===== config.mk =====
export PLATFORM = sky130hd
export DESIGN_NAME = lfu_ctrl
export DESIGN_NICKNAME = d
export VERILOG_FILES = /design/src/lfu_pkg.sv /design/src/lfu_ctrl.sv
export SDC_FILE = /design/constraint.sdc
export NUM_CORES = 1
export LEC_CHECK = 0
export BUFFER_PORTS_ARGS = -buffer_cell sky130_fd_sc_hd__buf_2
export CAP_MARGIN = 40
export CORE_AREA = 2 2 39 41
export DETAILED_ROUTE_END_ITERATION = 8
export DIE_AREA = 0 0 41 43
export GPL_ROUTABILITY_DRIVEN = 0
export MAX_ROUTING_LAYER = met4
export PLACE_DENSITY = 0.36
export SLEW_MARGIN = 5
export SYNTH_ARGS = -nofsm -noshare
export SYNTH_HDL_FRONTEND = slang
export SYNTH_SLANG_ARGS = --single-unit

===== constraint.sdc =====
create_clock -name clk -period 0.8 [get_ports clk]
set_input_delay 0.16 -clock clk [delete_from_list [all_inputs] [get_ports clk]]
set_output_delay 0.16 -clock clk [all_outputs]
set_load 0.005 [all_outputs]

===== src/lfu_pkg.sv =====
// ----------------------------------------------------------------------------
// lfu_pkg
// Shared constants and types for the LFU/LRU replacement tracker.
// ----------------------------------------------------------------------------
package lfu_pkg;

  localparam int WAYS   = 16;
  localparam int IDX_W  = (WAYS > 1) ? $clog2(WAYS) : 1;
  localparam int CNT_W  = $clog2(WAYS + 1);
  localparam int TREE_P = 1 << IDX_W;     // leaves of the victim tree, padded
  localparam int S1_LVL = IDX_W / 2;      // tree levels resolved in lookup cycle
  localparam int S2_LVL = IDX_W - S1_LVL; // tree levels resolved in update cycle
  localparam int MID_P  = TREE_P >> S1_LVL;
  localparam int CAP_W  = 5;
  localparam logic [CAP_W-1:0] CAP_RESET = CAP_W'(16);

  typedef enum logic [1:0] {
    ST_IDLE,
    ST_LOOK,
    ST_PICK
  } state_t;

  typedef struct packed {
    logic load;  // capture request key
    logic look;  // key compare, first half of victim tree
    logic pick;  // finish victim tree, update entries, load result
  } cmd_t;

  typedef struct packed {
    logic out_busy;  // result register full and not taken this cycle
  } stat_t;

endpackage


===== src/lfu_ctrl.sv =====
// ----------------------------------------------------------------------------
// lfu_ctrl
// Sequencer: accept, lookup, update; one request in flight at a time.
// ----------------------------------------------------------------------------
module lfu_ctrl (
  input  logic          clk,
  input  logic          rst,
  input  logic          in_valid,
  output logic          in_stall,
  input  lfu_pkg::stat_t stat,
  output lfu_pkg::cmd_t  cmd
);

  lfu_pkg::state_t state, state_next;

  always_ff @(posedge clk) begin
    if (rst) begin
      state <= lfu_pkg::ST_IDLE;
    end else begin
      state <= state_next;
    end
  end

  always_comb begin
    state_next = state;
    cmd        = '0;
    in_stall   = 1'b1;
    case (state)
      lfu_pkg::ST_IDLE: begin
        in_stall = 1'b0;
        if (in_valid) begin
          cmd.load   = 1'b1;
          state_next = lfu_pkg::ST_LOOK;
        end
      end
      lfu_pkg::ST_LOOK: begin
        cmd.look   = 1'b1;
        state_next = lfu_pkg::ST_PICK;
      end
      lfu_pkg::ST_PICK: begin
        // update only once the result register can take the new result
        if (!stat.out_busy) begin
          cmd.pick   = 1'b1;
          state_next = lfu_pkg::ST_IDLE;
        end
      end
      default: begin
        state_next = lfu_pkg::ST_IDLE;
      end
    endcase
  end

endmodule


==> reports/qor.yml, run 1 <==
status: "finished with violations"
violations: "setup timing"
hpwl_um: 247
period_needed_ns: 1.07
cp-end-kind: "output pin"
first_global_vias: 127
viasPerCell: 3.06
fin_tns_setup_ns: -0.953
core_area_um2: 1380
r2r_slack_ns: 0.05
drc: 0
cp.required_ns: 0.64
fp.dieW_um: 41
regMostFlops: "state"
synthTopCellsByArea: "dfxtp_1 (38%), nor3b_2 (12%), and2b_2 (8.3%), buf_4 (7.1%), nand3b_1 (7.1%)"
async_reset_ff_share_pct: 0
fp.dieH_um: 43
cts_buffer_depth: 2
final-setup-viol-count: 4
worst-path-stages: 2
worstMarginPinSlew_ns: 0.159
grt_pass1_wl_um: 489
synthesis.nets: 15
synth_top_cell_by_area: "dfxtp_1"
slowest_stage: "dfxtp_2"
whs_path_depth: 2
whs_endpoint: "state[1]$_SDFFE_PP0P_"
grtUsageTotal_pct: 4.72
hold_viol_final: 0
start_util_pct: 7.59
netlist_area_um2: 105
grt-ovfl-total: 0
dr_total_vias: 110
seq_area_frac_synth_pct: 38.1
ios: 8
power_density_nw_per_um2: 2020
vdd_drop_max_uv: 584
max_stage_delay_ns: 0.33
totalWireLength_um: 307
rows: 14
worstRegToRegCells: 2
nFillCells: 162
ys_seq_elements: 2
drtIter0Drc: 1
yosysTopAreaCellShare_pct: 38.1
cts_made_buffers: 3
path_clk_slew_ns: 0.03
grt_max_degree: 6
relSlewSlack_pct: 89.4
num_antenna_cells: 0
clock_tree.root_cell: "clkbuf_4"
worstPathArrival_ns: 0.91
hold_path.class: "primary input to flip-flop"
path_cells: "or2_4, buf_6"
min_from: "rst"
clkLatencyLatePin_ns: 0.22
synth_cell_types: 10
postCtsSetupBuffers: 0
avgSynthCellArea_um2: 9.55
crit_family: "flip-flops"
maxCapViolCount: 0
cts_tree: "done"
largest_register_ffs: 2
area_delta_synth_final_pct: 84.5
design_area_um2: 194
place_area_um2: 153
leakagePower_nw: 0.0951
r2r_start: "state[0]$_SDFFE_PP0P_"
cp-start-kind: "flip-flop"
rsz0062_at_grt: "yes"
dieArea_um2: 1760
timing.rr.end: "state[1]$_SDFFE_PP0P_"
port_buffers: 7
period_share_pct: 133
cp_num_buf_inv: 1
ant_nets: 0
setup_slack_ns: -0.267
drt_pre_antenna_iters: 2
cts_sinks: 2
antenna_found_initial: 0
ys.flop_type: "dfxtp_1"
cts.htree.levels: 1
reg_top3: "state x2"
max_freq_mhz: 938
syn_inst: 11
nets: 26
synth_edf_count: 0
crit_type: "flip-flop to output pin"
layout-drive-gt1-share_pct: 80.0
wire_per_inst_um: 8.53
fin_worst_skew_ns: 0.00150
yosysWarnings: 0
report.final.slew_viol_count: 0
yosys.cell_count.top_type: "dfxtp_1"
path_max_fanout: 5
==> logic make-up (layout without fill, tap and decap cells) <==
group | Yosys count | count (layout) | share of synthesized area (%)
AO/OA/AOI/OAI | 1 | 1 | 4.76
buffers and inverters | 2 | 11 | 10.7
flip-flops | 2 | 2 | 38.1
AND/OR/NAND/NOR | 6 | 6 | 46.4
==> worst register-to-register path: stages, from the launching register on <==
cell and delay, ns:
dfxtp_4 0.35, nand3b_1 0.16, a21oi_1 0.16
==> power breakdown <==
part	internal [mW]	switching, mW	total (mW)
clock	0.165	0.0546	0.220
sequential	0.107	0.00831	0.115
combinational	0.0378	0.0194	0.0573
total	0.310	0.0824	0.392
==> layout by cell type, fill, tap and decap left out, drive strengths merged <==
cell type  synthesis  layout
nand2b             1       1
nor3b              2       2
dfxtp              2       2
or2                1       1
nand3b             1       1
inv                1       1
a21oi              1       1
buf                1       7
clkbuf             0       3
and2b              1       1
==> cell type report <==
cell class	instances	area, um2	area share [%]
Clock buffer	3	22.5	11.6
Sequential cell	2	45.0	23.2
Tap cell	16	20.0	10.3
Timing Repair Buffer	7	41.3	21.3
Multi-Input combinational cell	7	61.3	31.6
Inverter	1	3.75	1.94
==> what timing repair did <==
action / 4_1_cts / 5_1_grt
gates resized for setup: 4 / 2
setup endpoints to repair: 4 / 4
hold buffers: 0 / 0
pin swaps: 0 / 2
==> layer usage <==
metal  vias up  share of wire [%]  routed length [um]  GRT usage, %
met5         -                  0                   0             -
li1         54                  -                   -             -
met4         0                  0                   0          6.00
met3         0                 10                  32          2.09
met2         8                 45                 138          5.00
met1        48                 44                 136          5.41
==> stage by stage <==
stage / setup slack, ns / power [mW] / hold slack [ns] / utilization, % / instances
after global routing: -0.307 / 0.420 / 0.116 / 14.0 / 36
after global placement: -0.105 / 0.161 / 0.325 / 11.0 / 33
after floorplan: 0.00924 / 0.141 / 0.229 / - / 11
after CTS: -0.281 / 0.412 / 0.106 / 13.5 / 36
final: -0.267 / 0.392 / 0.109 / 14.0 / 36
after detailed placement: -0.115 / 0.164 / 0.355 / 11.0 / 33
==> worst max path at each step <==
stage | from | end | slack, ns
final | state[1]$_SDFFE_PP0P_ | in_stall | -0.27
after global routing | state[1]$_SDFFE_PP0P_ | cmd[2] | -0.31
after CTS | state[0]$_SDFFE_PP0P_ | in_stall | -0.28
after detailed placement | state[0]$_SDFFE_PP0P_ | in_stall | -0.12
after global placement | state[0]$_SDFFE_PP0P_ | in_stall | -0.10
after floorplan | state[1]$_SDFFE_PP0P_ | cmd[1] | 0.009
No activity file was read; power rests on OpenSTA's default activity.
==> inputs of run 2 (changes only) <==
- ABC_AREA: default -> 1
==> run 2 against run 1 <==
Highest routed layer unchanged. Sequential power about the same. Wire length shrank 21%. Combinational power rose by 39%. The run still ends with setup timing left. Clock-buffer cell count unchanged. Critical path type unchanged. Fmax grew 5.1%. Clock skew increased by 0.00061 ns. Power is 3.9% higher. Final area is 14% higher.
==> reports/qor.yml, run 2 <==
status: "finished with violations"
violations: "setup timing"
drt_pre_antenna_iters: 1
drtIter0Drc: 0
totalWireLength_um: 243
hpwl_um: 202
grtUsageTotal_pct: 4.21
worstPathArrival_ns: 0.86
place_area_um2: 183
synth_cell_types: 10
dr_total_vias: 128
synth_edf_count: 0
fp.dieW_um: 41
first_global_vias: 107
setup_slack_ns: -0.215
hold_path.class: "primary input to flip-flop"
final_util_pct: 16.0
timing.rr.end: "state[1]$_SDFFE_PP0P_"
cts_made_buffers: 3
seq_area_frac_synth_pct: 35.6
syn_inst: 14
port_buffers: 7
fin_tns_setup_ns: -0.709
ios: 8
drc: 0
async_reset_ff_share_pct: 0
netlist_area_um2: 113
cts_sinks: 2
worstMarginPinSlew_ns: 0.147
hold_viol_final: 0
cp-end-kind: "output pin"
max_freq_mhz: 985
grt_max_degree: 4
whs_ns: 0.121
report.final.slew_viol_count: 0
vdd_drop_max_uv: 496
leakagePower_nw: 0.113
cts_buffer_depth: 2
maxCapViolCount: 0
rsz0062_at_grt: "yes"
place_inst: 39
power_density_nw_per_um2: 1840
layout-drive-gt1-share_pct: 88.9
start_util_pct: 8.14
fin_cells: 43
cts.htree.levels: 1
antenna_found_initial: 0
ys.flop_type: "dfxtp_1"
critPathCapture: "cmd[0]"
cp-start-kind: "flip-flop"
p_total_mw: 0.407
cts_tree: "done"
rows: 14
num_antenna_cells: 0
grt-ovfl-total: 0
place_worst_setup_slack_ns: 0.00457
core_area_um2: 1380
avgSynthCellArea_um2: 8.04
yosysWarnings: 0
viasPerCell: 2.98
final-setup-viol-count: 4
worst-path-stages: 2
crit_type: "flip-flop to output pin"
clock_tree.root_cell: "clkbuf_4"
startpoint: "state[0]$_SDFFE_PP0P_"
area_delta_synth_final_pct: 96.7
yosysTopAreaCellShare_pct: 35.6
largest_register_ffs: 2
fin_worst_skew_ns: 0.00211
fp.dieH_um: 43
cp.required_ns: 0.64
synthesis.nets: 18
grt_pass1_wl_um: 400
final_common_cell: "buf_2"
regMostFlops: "state"
synth_top_cell_by_area: "dfxtp_1"
worstRegToRegCells: 4
slowest_stage: "dfxtp_2"
clkLatencyLatePin_ns: 0.22
r2r_start: "state[1]$_SDFFE_PP0P_"
wire_per_inst_um: 5.65
nets: 33
relSlewSlack_pct: 90.1
period_share_pct: 127
dieArea_um2: 1760
design_area_um2: 221
layout_common_cells: "buf_2 (6), buf_4 (4), inv_2 (3), clkbuf_4 (3)"
path_clk_slew_ns: 0.03
path_cells: "nor3_1, buf_2"
crit_family: "flip-flops"
max_stage_delay_ns: 0.32
period_needed_ns: 1.02
path_max_fanout: 3
ys_seq_elements: 2
r2r_slack_ns: 0.07
cp_num_buf_inv: 1
reg_top3: "state x2"
ant_nets: 0
synthTopCellsByArea: "dfxtp_1 (36%), nand2_2 (11%), nand3_2 (8.9%), nor3_2 (8.9%), a21oi_2 (7.8%)"
nFillCells: 159
yosys-top-cells-count: "dfxtp_1 (2), inv_1 (2), inv_2 (2), nand2_2 (2)"
-- run 2: changes by cell type in the layout (fill, tap and decap cells not counted), sizes merged, moves of 2 or more --
cell	previous run	this run
buf	7	11
inv	1	4
nor3	0	2
nor3b	2	0
nand2	0	2
-- run 2: layout make-up --
type                       instances  area, um2  area share [%]
inverter                           4       15.0            6.78
sequential                         2       42.5            19.2
timing repair buffer              11       71.3            32.2
tap                               16       20.0            9.04
multi-input combinational          7       50.0            22.6
clock buffer                       3       22.5            10.2
-- run 2: what timing repair did --
item / in CTS / in global routing
setup buffers: 1 / 0
pin swaps: 1 / 1
resized for setup: 2 / 2
setup endpoints to repair: 4 / 4
hold buffers: 0 / 0
-- run 2: power by group --
group,switching (mW),internal (mW),total (mW)
Sequential,0.00509,0.108,0.113
Combinational,0.0334,0.0459,0.0794
Clock,0.0501,0.165,0.215
-- run 2: how the worst min path moves through the flow --
stage          startpoint                    end  cells past startpoint
5_1_grt               rst  state[1]$_SDFFE_PP0P_                      2
2_1_floorplan         rst  state[1]$_SDFFE_PP0P_                      1
4_1_cts               rst  state[1]$_SDFFE_PP0P_                      2
3_3_place_gp          rst  state[1]$_SDFFE_PP0P_                      2
3_5_place_dp          rst  state[1]$_SDFFE_PP0P_                      2
6_report              rst  state[1]$_SDFFE_PP0P_                      2
-- run 2: cells by family (layout without fill, tap and decap cells) --
family,Yosys count,in the layout,synth area share (%)
compound gates,1,1,7.78
simple gates,6,6,36.7
flops,2,2,35.6
buf+inv,5,18,20.0
-- run 2: routing by layer --
metal / routed length (um) / track usage (%) / part of all wire, %
met4: 0 / 4.00 / 0
met5: 0 / - / 0
met2: 77 / 3.44 / 32
met3: 46 / 4.71 / 19
met1: 119 / 4.81 / 49
==> inputs of run 3 (changes only) <==
- CELL_PAD_IN_SITES_DETAIL_PLACEMENT: default -> 1
- CELL_PAD_IN_SITES_GLOBAL_PLACEMENT: default -> 1
- PLACE_DENSITY: 0.36 -> 0.44
==> run 3 against run 2 <==
The flow still finishes with violations (setup timing). Final area grew 4.0%. Global-route usage is 1.5 points higher. Fmax decreased by 2.7%. Clock power barely moved. Register-to-register slack worse by 0.05 ns. Wire length up 33%. Critical endpoint is now cmd[2]. Largest cell class unchanged.
==> reports/qor.yml, run 3 (synthesis gave the netlist of run 2 again) <==
status: "finished with violations"
violations: "setup timing"
ios: 8
max_freq_mhz: 959
cp.required_ns: 0.64
whs_ns: 0.132
clkLatencyLatePin_ns: 0.22
grtUsageMet1_pct: 5.45
path_max_fanout: 3
grt_pass1_wl_um: 600
place_worst_setup_slack_ns: -0.0156
totalWireLength_um: 322
layout_common_cells: "buf_2 (6), inv_2 (3), clkbuf_4 (3), buf_4 (3)"
power_density_nw_per_um2: 1790
seq_power_share_pct: 27.2
drtIter0Drc: 3
p_sw_share_pct: 22.4
num_antenna_cells: 0
viasPerCell: 3.05
clkPwrFrac_pct: 52.1
grtUsageTotal_pct: 5.76
relSlewSlack_pct: 89.7
wire_per_inst_um: 7.49
antenna_found_initial: 0
worstMarginPinSlew_ns: 0.153
cp-end-kind: "output pin"
crit_type: "flip-flop to output pin"
worstPathArrival_ns: 0.88
reg_top3: "state x2"
power_frac_comb_pct: 20.7
hpwl_um: 243
core_area_um2: 1380
hold_viol_final: 0
fin_cells: 43
path_clk_slew_ns: 0.03
place_inst: 38
layout-drive-gt1-share_pct: 92.6
rows: 14
cts.htree.levels: 1
fin_worst_skew_ns: 0.00137
fp.dieW_um: 41
met2_usage_pct: 7.50
area_delta_synth_final_pct: 104
hold_path.class: "primary input to flip-flop"
clock_tree.root_cell: "clkbuf_4"
maxCapViolCount: 0
intPower_mw: 0.319
fp.dieH_um: 43
cp-start-kind: "flip-flop"
final-setup-viol-count: 4
nFillCells: 172
cts_buffer_depth: 2
port_buffers: 7
place_area_um2: 175
leakagePower_nw: 0.116
final_common_cell: "buf_2"
drt_pre_antenna_iters: 2
nets: 33
cts_tree: "done"
rsz0062_at_grt: "yes"
period_needed_ns: 1.04
dr_total_vias: 131
setup_slack_ns: -0.243
drc: 0
ant_nets: 0
p_total_mw: 0.411
vdd_drop_max_uv: 494
top_usage_layer: "met2"
cts_made_buffers: 3
period_share_pct: 130
design_area_um2: 230
regMostFlops: "state"
p_switching_mw: 0.0920
dieArea_um2: 1760
cts_sinks: 2
grt_max_degree: 4
gr-usage-met3_pct: 3.14
start_util_pct: 8.14
grt-ovfl-total: 0
first_global_vias: 164
holdBufCountCts: 0
largest_register_ffs: 2
report.final.slew_viol_count: 0
==> run 3: cell counts in the layout (fill, tap and decap cells not counted) <==
No cell type changed its count.
==> run 3: worst paths after layout <==
check                                            from                     to  slack, ns  cells past startpoint
worst max-delay path            state[0]$_SDFFE_PP0P_                 cmd[2]      -0.24                      4
worst min-delay path                              rst  state[1]$_SDFFE_PP0P_       0.13                      2
worst max register to register  state[1]$_SDFFE_PP0P_  state[1]$_SDFFE_PP0P_       0.02                      4
worst min register to register  state[0]$_SDFFE_PP0P_  state[1]$_SDFFE_PP0P_       0.53                      3
==> run 3: what timing repair did <==
action / in CTS / in global routing
setup buffers: 3 / 0
endpoints found under the setup margin: 4 / 6
gates resized for setup: 3 / 4
pin swaps: 1 / 4
cloned: 0 / 0
==> run 3: area by class of cell <==
type	count	area, um2	share of cell area (%)
Tap cell	16	20.0	8.70
Multi-Input combinational cell	7	52.6	22.8
Inverter	4	15.0	6.52
Clock buffer	3	22.5	9.78
Sequential cell	2	45.0	19.6
Timing Repair Buffer	11	75.1	32.6
==> run 3: stage by stage <==
stage	TNS, ns	util (%)
floorplan	0	-
global placement	-0.00456	12.7
detailed placement	-0.0156	12.7
CTS	-0.846	16.1
global route	-1.15	16.6
finish	-0.825	16.6
==> run 3: critical path: stages, from the launching register on <==
cell	delay, ns
dfxtp_4	0.34
inv_2	0.06
nand2_2	0.06
nor2_2	0.09
buf_2	0.11
==> run 3: layer usage <==
| layer | part of all wire [%] | vias to the layer above |
|---|---|---|
| met3 | 15 | 0 |
| met5 | 0 | - |
| met4 | 0 | 0 |
| met2 | 48 | 8 |
| li1 | - | 67 |
| met1 | 37 | 56 |
==> run 3: power groups by stage <==
stage / Clock [mW] / Combinational (mW) / Sequential [mW]
floorplan: 0 / 0.0336 / 0.113
global placement: 0 / 0.0650 / 0.113
detailed placement: 0 / 0.0673 / 0.113
CTS: 0.231 / 0.0818 / 0.113
global route: 0.250 / 0.0960 / 0.113
finish: 0.214 / 0.0850 / 0.112
